==> src/rtl/cmaf_pkg.sv <==
// ----------------------------------------------------------------------------
// Command APDU access filter package
// Shared types, instruction codes, verdict codes and the forbidden file id
// lookup that the filter uses.
// ----------------------------------------------------------------------------
package cmaf_pkg;

	// Verdict codes given on the last byte of an APDU.
	typedef enum logic [2:0] {
		VERDICT_OK          = 3'd0,
		VERDICT_MALFORMED   = 3'd1,
		VERDICT_SELECT_AID  = 3'd2,
		VERDICT_MANAGE_CHAN = 3'd3,
		VERDICT_BAD_CLA     = 3'd4,
		VERDICT_FORBIDDEN   = 3'd5
	} verdict_t;

	// Instruction and parameter codes of interest.
	localparam logic [7:0] INS_SELECT     = 8'hA4;
	localparam logic [7:0] INS_ACTIVATE   = 8'h44;
	localparam logic [7:0] INS_DEACTIVATE = 8'h04;
	localparam logic [7:0] INS_MANAGE_CH  = 8'h70;
	localparam logic [7:0] P1_BY_AID      = 8'h04;
	localparam logic [7:0] P1_BY_FILE_ID  = 8'h00;
	localparam logic [7:0] P1_PATH_MF     = 8'h08;
	localparam logic [7:0] P1_PATH_CUR    = 8'h09;

	// Accepted CLA high nibbles on a nonzero logical channel.
	localparam logic [3:0] CLA_HI_ISO     = 4'h0;
	localparam logic [3:0] CLA_HI_PROP8   = 4'h8;
	localparam logic [3:0] CLA_HI_PROP9   = 4'h9;
	localparam logic [3:0] CLA_HI_PROPA   = 4'hA;

	// Header byte positions inside the APDU.
	localparam logic [8:0] POS_CLA        = 9'd0;
	localparam logic [8:0] POS_INS        = 9'd1;
	localparam logic [8:0] POS_P1         = 9'd2;
	localparam logic [8:0] POS_LC         = 9'd4;
	localparam logic [8:0] POS_DATA       = 9'd5;

	// True when a two-byte file id is one of the protected ids.
	function automatic logic is_forbidden(input logic [15:0] id);
		logic hit;
		hit = 1'b0;
		case (id) inside
			16'h7F10, 16'h7F20, 16'h7F21, 16'h7F22, 16'h7F23, 16'h7F24,
			16'h7F25, 16'h7F26, 16'h7F27, 16'h7F28, 16'h7F29, 16'h7F2A,
			16'h7F2B, 16'h7F2C, 16'h7F2D, 16'h7F2E, 16'h7F2F, 16'h7F80,
			16'h7F90, 16'h7F31, 16'h7F50, 16'h5015: hit = 1'b1;
			default: hit = 1'b0;
		endcase
		return hit;
	endfunction

endpackage

==> src/rtl/cmaf_if.sv <==
// ----------------------------------------------------------------------------
// Command APDU access filter channels
// Valid/ready channels for APDU bytes, verdicts and the channel register.
// ----------------------------------------------------------------------------

// One APDU byte per item.
interface cmaf_apdu_if;
	logic       valid;
	logic       ready;
	logic [7:0] apdu_byte;
	logic       end_of_apdu;

	modport source (output valid, output apdu_byte, output end_of_apdu, input ready);
	modport sink   (input valid, input apdu_byte, input end_of_apdu, output ready);
endinterface

// One verdict per completed APDU.
interface cmaf_result_if;
	import cmaf_pkg::*;
	logic       valid;
	logic       ready;
	verdict_t   verdict;
	logic [8:0] apdu_length;

	modport source (output valid, output verdict, output apdu_length, input ready);
	modport sink   (input valid, input verdict, input apdu_length, output ready);
endinterface

// Write channel of the logical channel register.
interface cmaf_cfg_if;
	logic       valid;
	logic       ready;
	logic [4:0] logical_channel;

	modport source (output valid, output logical_channel, input ready);
	modport sink   (input valid, input logical_channel, output ready);
endinterface

==> src/rtl/command_apdu_access_filter_top.sv <==
// ----------------------------------------------------------------------------
// Command APDU access filter
// Checks a command APDU byte by byte and gives one verdict on its last byte.
// ----------------------------------------------------------------------------
//
// Channel  Role  Item contents
// -------  ----  -----------------------------------------
// apdu     sink  apdu_byte, end_of_apdu
// result   src   verdict, apdu_length (one per final byte)
// cfg      sink  logical_channel (always ready)
//
// Each accepted byte passes an input register, then the header capture, id
// lookup and verdict logic into the result register. A byte can be accepted
// every cycle; the only stall is a final byte waiting while the result
// register holds an untaken verdict.
// Reset clears the APDU state, the channel register and both valid flags.
//
module command_apdu_access_filter_top
	import cmaf_pkg::*;
#(
	parameter int MAX_APDU_BYTES = 261
) (
	input  logic                 clk,
	input  logic                 arst_n,
	cmaf_apdu_if.sink            apdu,
	cmaf_result_if.source        result,
	cmaf_cfg_if.sink             cfg
);

	localparam logic [8:0] MaxCount = 9'(MAX_APDU_BYTES);

	// Configuration register.
	logic [4:0] logical_channel_q;

	// Input stage.
	logic       valid_s1;
	logic [7:0] byte_s1;
	logic       eoa_s1;

	// APDU state.
	logic [8:0] byte_count_q;
	logic [7:0] class_byte_q;
	logic [7:0] instruction_byte_q;
	logic [7:0] param1_byte_q;
	logic [7:0] length_byte_q;
	logic [7:0] pending_id_high_q;
	logic       forbidden_seen_q;
	logic       overlong_q;

	// Next state after taking the staged byte.
	logic [8:0] count_n;
	logic [7:0] class_n;
	logic [7:0] ins_n;
	logic [7:0] p1_n;
	logic [7:0] lc_n;
	logic [7:0] id_high_n;
	logic       forbidden_n;
	logic       overlong_n;

	// Verdict logic.
	logic [8:0] data_len;
	logic [8:0] lc_plus_one;
	logic [3:0] cla_hi;
	logic       file_ins;
	verdict_t   verdict_n;

	// Handshake.
	logic       out_free;
	logic       s1_fire;

	assign out_free     = !result.valid || result.ready;
	assign s1_fire      = valid_s1 && (!eoa_s1 || out_free);
	assign apdu.ready   = !valid_s1 || s1_fire;
	assign cfg.ready    = 1'b1;

	// Configuration write.
	always_ff @(posedge clk or negedge arst_n) begin
		if (!arst_n) begin
			logical_channel_q <= '0;
		end else if (cfg.valid) begin
			logical_channel_q <= cfg.logical_channel;
		end
	end

	// Input register.
	always_ff @(posedge clk or negedge arst_n) begin
		if (!arst_n) begin
			valid_s1 <= 1'b0;
		end else if (apdu.ready) begin
			valid_s1 <= apdu.valid;
		end
	end

	always_ff @(posedge clk) begin
		if (apdu.valid && apdu.ready) begin
			byte_s1 <= apdu.apdu_byte;
			eoa_s1  <= apdu.end_of_apdu;
		end
	end

	// Take the staged byte into the header and id tracking state.
	always_comb begin
		count_n     = byte_count_q;
		class_n     = class_byte_q;
		ins_n       = instruction_byte_q;
		p1_n        = param1_byte_q;
		lc_n        = length_byte_q;
		id_high_n   = pending_id_high_q;
		forbidden_n = forbidden_seen_q;
		overlong_n  = overlong_q;
		if (byte_count_q >= MaxCount) begin
			overlong_n = 1'b1;
		end else begin
			count_n = byte_count_q + 9'd1;
			if (byte_count_q == POS_CLA) begin
				class_n = byte_s1;
			end else if (byte_count_q == POS_INS) begin
				ins_n = byte_s1;
			end else if (byte_count_q == POS_P1) begin
				p1_n = byte_s1;
			end else if (byte_count_q == POS_LC) begin
				lc_n = byte_s1;
			end else if (byte_count_q >= POS_DATA) begin
				if (byte_count_q[0]) begin
					id_high_n = byte_s1;
				end else if (is_forbidden({pending_id_high_q, byte_s1})) begin
					forbidden_n = 1'b1;
				end
			end
		end
	end

	// Verdict on the state that includes the final byte.
	assign data_len    = count_n - POS_DATA;
	assign lc_plus_one = {1'b0, lc_n} + 9'd1;
	assign cla_hi      = class_n[7:4];
	assign file_ins    = (ins_n == INS_SELECT) || (ins_n == INS_DEACTIVATE)
		|| (ins_n == INS_ACTIVATE);

	always_comb begin
		verdict_n = VERDICT_OK;
		if (overlong_n || count_n < 9'd4) begin
			verdict_n = VERDICT_MALFORMED;
		end else if (count_n > 9'd6 && data_len != {1'b0, lc_n} && data_len != lc_plus_one) begin
			verdict_n = VERDICT_MALFORMED;
		end else if (ins_n == INS_SELECT && p1_n == P1_BY_AID) begin
			verdict_n = VERDICT_SELECT_AID;
		end else if (ins_n == INS_MANAGE_CH) begin
			verdict_n = VERDICT_MANAGE_CHAN;
		end else if (logical_channel_q != 5'd0 && !(cla_hi inside
				{CLA_HI_ISO, CLA_HI_PROP8, CLA_HI_PROP9, CLA_HI_PROPA})) begin
			verdict_n = VERDICT_BAD_CLA;
		end else if (file_ins && count_n > 9'd5) begin
			if (p1_n == P1_BY_FILE_ID) begin
				if (data_len != 9'd2) begin
					verdict_n = VERDICT_MALFORMED;
				end else if (forbidden_n) begin
					verdict_n = VERDICT_FORBIDDEN;
				end
			end else if (p1_n == P1_PATH_MF || p1_n == P1_PATH_CUR) begin
				if (data_len[0]) begin
					verdict_n = VERDICT_MALFORMED;
				end else if (forbidden_n) begin
					verdict_n = VERDICT_FORBIDDEN;
				end
			end
		end
	end

	// APDU state update; the final byte clears it for the next APDU.
	always_ff @(posedge clk or negedge arst_n) begin
		if (!arst_n) begin
			byte_count_q       <= '0;
			class_byte_q       <= '0;
			instruction_byte_q <= '0;
			param1_byte_q      <= '0;
			length_byte_q      <= '0;
			pending_id_high_q  <= '0;
			forbidden_seen_q   <= 1'b0;
			overlong_q         <= 1'b0;
		end else if (s1_fire) begin
			if (eoa_s1) begin
				byte_count_q       <= '0;
				class_byte_q       <= '0;
				instruction_byte_q <= '0;
				param1_byte_q      <= '0;
				length_byte_q      <= '0;
				pending_id_high_q  <= '0;
				forbidden_seen_q   <= 1'b0;
				overlong_q         <= 1'b0;
			end else begin
				byte_count_q       <= count_n;
				class_byte_q       <= class_n;
				instruction_byte_q <= ins_n;
				param1_byte_q      <= p1_n;
				length_byte_q      <= lc_n;
				pending_id_high_q  <= id_high_n;
				forbidden_seen_q   <= forbidden_n;
				overlong_q         <= overlong_n;
			end
		end
	end

	// Result register.
	always_ff @(posedge clk or negedge arst_n) begin
		if (!arst_n) begin
			result.valid <= 1'b0;
		end else if (out_free) begin
			result.valid <= s1_fire && eoa_s1;
		end
	end

	always_ff @(posedge clk) begin
		if (s1_fire && eoa_s1) begin
			result.verdict     <= verdict_n;
			result.apdu_length <= count_n;
		end
	end

endmodule
==> src/flat_wrapper.sv <==
// flat-port wrapper written by rule: the top's interface ports become plain ports
module command_apdu_access_filter_top_flat import cmaf_pkg::*;
#(
	parameter int MAX_APDU_BYTES = 261
)
  (clk, arst_n, apdu_valid, apdu_apdu_byte, apdu_end_of_apdu, apdu_ready, result_valid, result_verdict, result_apdu_length, result_ready, cfg_valid, cfg_logical_channel, cfg_ready);
  cmaf_apdu_if apdu_i ();
  cmaf_result_if result_i ();
  cmaf_cfg_if cfg_i ();
  input  logic clk;
  input  logic arst_n;
  input wire logic [$bits(apdu_i.valid)-1:0] apdu_valid;
  input wire logic [$bits(apdu_i.apdu_byte)-1:0] apdu_apdu_byte;
  input wire logic [$bits(apdu_i.end_of_apdu)-1:0] apdu_end_of_apdu;
  output wire logic [$bits(apdu_i.ready)-1:0] apdu_ready;
  output wire logic [$bits(result_i.valid)-1:0] result_valid;
  output wire logic [$bits(result_i.verdict)-1:0] result_verdict;
  output wire logic [$bits(result_i.apdu_length)-1:0] result_apdu_length;
  input wire logic [$bits(result_i.ready)-1:0] result_ready;
  input wire logic [$bits(cfg_i.valid)-1:0] cfg_valid;
  input wire logic [$bits(cfg_i.logical_channel)-1:0] cfg_logical_channel;
  output wire logic [$bits(cfg_i.ready)-1:0] cfg_ready;
  assign apdu_i.valid = apdu_valid;
  assign apdu_i.apdu_byte = apdu_apdu_byte;
  assign apdu_i.end_of_apdu = apdu_end_of_apdu;
  assign apdu_ready = apdu_i.ready;
  assign result_valid = result_i.valid;
  assign result_verdict = result_i.verdict;
  assign result_apdu_length = result_i.apdu_length;
  assign result_i.ready = result_ready;
  assign cfg_i.valid = cfg_valid;
  assign cfg_i.logical_channel = cfg_logical_channel;
  assign cfg_ready = cfg_i.ready;
  command_apdu_access_filter_top #(.MAX_APDU_BYTES(MAX_APDU_BYTES)) u_core (.clk(clk), .arst_n(arst_n), .apdu(apdu_i), .result(result_i), .cfg(cfg_i));
endmodule
==> config.mk <==
export PLATFORM = sky130hd
export DESIGN_NAME = command_apdu_access_filter_top_flat
export DESIGN_NICKNAME = d
export VERILOG_FILES = /design/src/rtl/cmaf_pkg.sv /design/src/rtl/cmaf_if.sv /design/src/rtl/command_apdu_access_filter_top.sv /design/src/flat_wrapper.sv
export SDC_FILE = /design/constraint.sdc
export NUM_CORES = 1
export LEC_CHECK = 0
export ABC_AREA = 0
export BUFFER_PORTS_ARGS = -buffer_cell sky130_fd_sc_hd__buf_2
export CORE_ASPECT_RATIO = 1.4
export CORE_MARGIN = 1.5
export CORE_UTILIZATION = 50
export CTS_BUF_LIST = sky130_fd_sc_hd__clkbuf_8 sky130_fd_sc_hd__clkbuf_16
export CTS_CLUSTER_DIAMETER = 50
export DETAILED_ROUTE_END_ITERATION = 8
export PLACE_DENSITY = 0.68
export REMOVE_ABC_BUFFERS = 1
export SLEW_MARGIN = 20
export SYNTH_ARGS = -nofsm -noshare
export SYNTH_HDL_FRONTEND = slang
export SYNTH_SLANG_ARGS = --single-unit
==> constraint.sdc <==
create_clock -name clk -period 6.8 [get_ports clk]
set_input_delay 0.34 -clock clk [delete_from_list [all_inputs] [get_ports clk]]
set_output_delay 0.34 -clock clk [all_outputs]
set_load 0.1 [all_outputs]
==> results of run 1 <==
-- cell usage after synthesis, types with 3 or more instances --
library cell	instances	area (um2)
nand2_1	57	214
dfrtp_1	54	1350
o21ai_0	49	245
nor2_1	40	150
clkbuf_1	22	82.6
edfxtp_1	21	631
inv_1	15	56.3
mux2i_1	15	150
a22oi_1	14	105
xnor2_1	14	123
a21oi_1	12	60.1
a22o_1	12	105
nand3_1	12	60.1
nand4_1	12	75.1
nor2b_1	10	62.6
nor3_1	9	45.0
mux2_2	8	90.1
buf_2	7	35.0
a31oi_1	6	37.5
ha_1	6	75.1
o31ai_1	6	45.0
nand2b_1	5	31.3
nand3b_1	5	37.5
or4_1	5	37.5
a211oi_1	4	30.0
and2_1	4	25.0
nand4b_1	4	35.0
nor4_1	4	25.0
nor4b_1	4	35.0
nor4bb_1	4	40.0
o211ai_1	4	30.0
xor2_1	4	35.0
a32o_1	3	30.0
o22ai_1	3	18.8
or3_1	3	18.8
-- cell families after synthesis --
kind of cell,synth area share [%]
adder cells (fa/ha/maj),1.60
buffers and inverters,4.20
AO/OA/AOI/OAI,21.2
other,0.0802
flip-flops,42.4
XOR/XNOR,4.87
AND/OR/NAND/NOR,20.5
multiplexers,5.14
-- cells in the final DEF (no fill, tap or decap), types with 6 or more instances in the layout --
| master | n |
|---|---|
| ha_1 | 6 |
| a22oi_1 | 14 |
| mux2i_1 | 15 |
| xnor2_1 | 14 |
| nand2_1 | 57 |
| inv_1 | 17 |
| o31ai_1 | 6 |
| nand3_1 | 12 |
| nand4_1 | 12 |
| a21oi_1 | 12 |
| buf_2 | 32 |
| nor3_1 | 9 |
| nor2b_1 | 10 |
| o21ai_0 | 49 |
| clkbuf_16 | 11 |
| edfxtp_1 | 21 |
| dfrtp_1 | 54 |
| nor2_1 | 40 |
| mux2_2 | 8 |
| a22o_1 | 12 |
| a31oi_1 | 6 |
-- metrics by stage --
stage | cell area [um2] | hold slack (ns) | instances
global placement | 4860 | 0.478 | 610
detailed placement | 4860 | 0.487 | 610
CTS | 5170 | 0.161 | 626
global route | 5170 | 0.161 | 626
floorplan | 4540 | 0.0444 | 468
finish | 5170 | 0.140 | 626
-- layout make-up --
cell class | count | area [um2]
Fill cell | 772 | 3860
Sequential cell | 75 | 1980
Tap cell | 107 | 134
Timing Repair Buffer | 35 | 183
Multi-Input combinational cell | 377 | 2510
Clock buffer | 11 | 275
Clock inverter | 5 | 26.3
Inverter | 16 | 60.1
-- registers in the layout, indices dropped and copies added (netlist names) --
signal,count
u_core.overlong_q,1
u_core.pending_id_high_q,8
u_core.valid_s1,1
u_core.eoa_s1,1
u_core.byte_count_q,9
u_core.result.verdict,3
u_core.instruction_byte_q,8
u_core.byte_s1,8
u_core.class_byte_q,4
u_core.length_byte_q,8
u_core.forbidden_seen_q,1
u_core.result.apdu_length,9
u_core.result.valid,1
u_core.logical_channel_q,5
u_core.param1_byte_q,8
-- worst max-delay path, cell delays in order, from the launching register on --
cell and delay [ns]:
dfrtp_1 0.51, inv_1 0.18, ha_1 0.23, nand3b_1 0.17, nor3_4 0.15, buf_4 0.34
mux2i_1 0.19, inv_1 0.10, ha_1 0.24, a21boi_0 0.30, xor3_1 0.34, o311a_1 0.36
a211oi_2 0.23, a211oi_2 0.12, a311o_1 0.28
-- metal layers --
| metal | up-vias | GRT usage [%] |
|---|---|---|
| met5 | - | 0 |
| met4 | 0 | 11.2 |
| met3 | 27 | 4.63 |
| met2 | 133 | 43.5 |
| met1 | 1947 | 30.1 |
| li1 | 1880 | - |
-- where the power goes --
group | internal, uW | leakage [uW] | switching, uW
clock network | 288 | 0.000158 | 185
registers | 539 | 0.000926 | 82.1
logic | 231 | 0.00108 | 356
-- path summary, 6_finish.rpt --
check | startpoint | end | slack, ns | cells after the start
setup / recovery | u_core.byte_count_q[0] | u_core.result.verdict[0] | 2.79 | 14
min in group clk | apdu_apdu_byte[6] | u_core.byte_s1[6] | 0.17 | 1
setup reg to reg | u_core.byte_count_q[0] | u_core.result.verdict[0] | 2.79 | 14
hold reg to reg | u_core.overlong_q | u_core.overlong_q | 0.49 | 1
hold / removal | arst_n | u_core.logical_channel_q[4] | 0.14 | 2
max in group asynchronous | arst_n | u_core.pending_id_high_q[2] | 6.18 | 2
==> flow_summary.toml, run 1 <==
[run_status]
status = "completed"

[layout]
drive_above_1_share_pct = 13.7
fin_util_pct = 57.2
diodes = 0
syn_to_final_growth_pct = 10.4
final_net_count = 539

[global_route]
track_usage_pct = 25.1
antenna_found_initial = 0
grt_max_degree = 55
grt_pass1_wl_mm = 19.6
grt_pass1_vias = 3929
overflow = 0

[route]
viasPerCell = 6.37
met3_length_um = 521
remaining_drc_errors = 0
highest_layer = "met4"
finalWirelength_mm = 12.0
wl_met2_mm = 6.25
ant_nets = 0
vias = 3987
m1WireLength_mm = 4.91
drt_first_iter_violations = 302
drt_pass1_iterations = 6
wl_per_cell_um = 19.2

[place]
portBuffers = 32
place_hpwl_mm = 8.47
dp_worst_setup_slack_ns = 2.84
routabilityCongestion = 0.934

[synthesis]
yosysWarningCount = 0
ys_types = 70
synthesis.area_um2 = 4680
syn_inst = 500
yosys_most_used_dff = "dfrtp_1"
synth_edf_count = 21
ys_ff_latch = 75
avgSynthCellArea_um2 = 9.36
seq_area_frac_synth_pct = 42.4
synthArstFlopShare_pct = 72.0

[clock_tree]
h-tree-depth = 3
clkTransAtPathRegs_ns = 0.06
post_cts_buffers = 0
cts.sinks = 75
cts_root_buf = "clkbuf_16"
cts_tree = "yes"
cts_resized = 0
clk_path_buf_depth = 2
cts_made_buffers = 9
clk-insertion-delay-late_ns = 0.34
cts-hold-fix-buffers = 0

[timing]
fmax_mhz = 249
skew_ns = 0.00762
finalMaxSlewViolations = 0
relSlewSlack_pct = 34.3
hold_violations = 0
fin_crit_ns = 4.01
finalSetupViolCount = 0
tightest_slew_ns = 0.986
fin_setup_tns_ns = 0
rsz0062_at_grt = "false"
setup_ws_ns = 2.79
fin_crit_sh_pct = 58.9

[power]
power.total_uw = 1680
p_per_area_nw_per_um2 = 325
total_leakage_power_uw = 0.00216
peakVddDrop_mv = 0.169

[min_path]
hp-class = "in -> async"

[floorplanning]
io_pins = 34
dieArea_um2 = 9950
core-area_um2 = 9030
rows = 41
die_h_um = 117
start_util_pct = 51.8
die_w_um = 84.8

[worst_setup_path]
required_ns = 6.89
critical_path_class = "reg -> reg"
end_kind = "flip-flop"
worstSetupStartpointType = "flip-flop"
cp.arrival_ns = 4.10
cp_max_fo = 27

[job]
maxCapViolations = 0
(Power assumes the default switching activity.)
==> run 2: changes to the inputs <==
ABC_AREA = 1   (was 0)
clock period = 4 ns   (was 6.8 ns; I/O delays follow)
==> run 2 against run 1 <==
Total power increased by 63%. Flip-flop and latch count unchanged. Sequential power increased by 48%. Critical path depth increased by 1. Core utilization increased by 0.20 points. Sequential share of layout area increased by 0.084 points. Die area decreased by 2.0%. Via count increased by 4.7%. Register-to-register slack got worse by 2.0 ns. Wire length decreased by 5.5%. Critical endpoint is now u_core.result.verdict[2].
==> flow_summary.toml, run 2 <==
[timing]
finalSetupViolCount = 0
rsz0062_at_grt = "false"
holdWs_ns = 0.0380
finalMaxSlewViolations = 0
fin_crit_ns = 3.25
fmax_mhz = 308
tightest_slew_ns = 1.03
fin_crit_sh_pct = 81.3
fin_setup_tns_ns = 0
relSlewSlack_pct = 31.2
setup_ws_ns = 0.749
skew_ns = 0.00419
hold_violations = 0

[synthesis]
seq_area_frac_synth_pct = 43.3
synth_top_area_share_pct = 29.5
syn_inst = 592
synthesis.area_um2 = 4580
yosys.area.top_type = "dfrtp_1"
synthArstFlopShare_pct = 72.0
yosysWarningCount = 0
yosys_most_used_dff = "dfrtp_1"
ys_types = 44
ys_ff_latch = 75
synth_edf_count = 21
yosysMostFrequentCell = "nand2_1"
synthTopCellsByArea = "dfrtp_1, edfxtp_1, nand2_1, inv_1, nand3_1"
synthTopCellsByCount = "nand2_1, inv_1, dfrtp_1, nand3_1, o21ai_0"
avgSynthCellArea_um2 = 7.74

[place]
place_hpwl_mm = 8.42
dp_worst_setup_slack_ns = 0.807
post_dp_cell_area_um2 = 4830
routabilityCongestion = 0.955
portBuffers = 32

[route]
viasPerCell = 5.66
wl_per_cell_um = 15.4
drt_pass1_iterations = 5
finalWirelength_mm = 11.4
drt_first_iter_violations = 324
remaining_drc_errors = 0
vias = 4175
ant_nets = 0

[worst_setup_path]
end_kind = "flip-flop"
r2r-start = "u_core.byte_count_q[0]"
cp.arrival_ns = 3.35
required_ns = 4.10
cp_max_fo = 13
worstSetupStartpoint = "u_core.byte_count_q[0]"
worstSetupStartpointType = "flip-flop"
critical_path_class = "reg -> reg"

[clock_tree]
cts.sinks = 75
h-tree-depth = 3
cts_made_buffers = 9
clkTransAtPathRegs_ns = 0.06
clk-insertion-delay-late_ns = 0.33
clk_path_buf_depth = 2
cts_tree = "yes"
cts_root_buf = "clkbuf_16"

[power]
p_int_uw = 1710
clkPwrFrac_pct = 31.7
swShare_pct = 37.4
seq_power_share_pct = 33.6
power_frac_comb_pct = 34.6
total_leakage_power_uw = 0.00254
peakVddDrop_mv = 0.343
p_per_area_nw_per_um2 = 531
netSwitchingPower_uw = 1030

[floorplanning]
dieArea_um2 = 9750
start_util_pct = 51.0
io_pins = 34
die_w_um = 83.9
rows = 41
core-area_um2 = 8980
die_h_um = 116

[global_route]
grt_max_degree = 37
track_usage_pct = 25.0
grt_pass1_vias = 4077
grt_pass1_wl_mm = 19.1
overflow = 0
antenna_found_initial = 0

[layout]
syn_to_final_growth_pct = 12.5
stdcell_area_um2 = 5150
final_common_cell = "nand2_1"
mostFrequentLayoutCells = "nand2_1, inv_1, dfrtp_1"
diodes = 0
final_net_count = 650
drive_above_1_share_pct = 16.5
fillers = 799
fin_util_pct = 57.4
top_regs = "u_core.byte_count_q: 9 flops, u_core.result.apdu_length: 9 flops"

[run_status]
status = "completed"

[min_path]
min_from = "apdu_end_of_apdu"
hp-class = "in -> reg"

[job]
maxCapViolations = 0
==> run 2: worst max-delay path, cell delays in order (launching register included) <==
cell and delay (ns):
dfrtp_1 0.45, inv_1 0.19, ha_1 0.18, nand2_1 0.07, nor2_2 0.19, nand3_1 0.35
nand3b_2 0.41, inv_1 0.13, o21ai_0 0.28, nand2_1 0.12, nor3_1 0.20, nand2_1 0.07
o21ai_0 0.15, inv_1 0.08, nand2_1 0.07, nor2_1 0.04
==> run 2: power by group through the flow <==
stage	Combinational [uW]	Sequential, uW	Clock [uW]
6_report	948	921	869
3_5_place_dp	936	934	0
5_1_grt	1070	930	913
3_3_place_gp	911	931	0
4_1_cts	943	921	877
2_1_floorplan	656	997	0
==> run 2: routing by layer <==
layer,global-route usage (%),routed length [um],vias up
met5,0,0,-
met4,15.6,528,0
met3,3.96,526,40
met2,43.7,5710,152
met1,28.9,4600,1961
li1,-,-,2022
==> run 2: what timing repair did <==
action	CTS	global route
setup endpoints to repair	0	0
setup buffers	0	0
endpoints found under the hold margin	18	0
hold buffers	1	0
resized for setup	0	0
==> run 2: metrics by stage <==
stage                     instances  power (uW)
after detailed placement        720        1870
after floorplan                 578        1650
after CTS                       737        2740
after global routing            737        2910
after global placement          720        1840
final                           737        2740
==> run 2: layout make-up <==
class	instances	area, um2	share of cell area [%]
Multi-Input combinational cell	417	2210	42.8
Sequential cell	75	1980	38.4
Inverter	86	323	6.26
Clock buffer	9	225	4.37
Timing Repair Buffer	36	193	3.74
Tap cell	107	134	2.60
Clock inverter	7	92.6	1.80
==> run 2: final timing paths <==
check	endpoint	slack (ns)	depth (start not counted)
setup / recovery	u_core.result.verdict[2]	0.75	15
hold / removal	u_core.eoa_s1	0.04	1
setup reg to reg	u_core.result.verdict[2]	0.75	15
hold reg to reg	u_core.param1_byte_q[3]	0.49	2
max in group asynchronous	u_core.pending_id_high_q[7]	2.82	3
min in group asynchronous	u_core.length_byte_q[6]	0.34	2
==> run 2: cell families (layout without fill, tap and decap cells) <==
family	Yosys count	count (layout)	synth area share [%]
compound gates	97	97	13.4
xor+xnor	9	9	1.72
fa+ha+maj	6	6	1.64
buf+inv	100	138	8.58
flops	75	75	43.3
mux	4	4	0.983
other cells	1	1	0.0819
simple gates	300	300	30.3
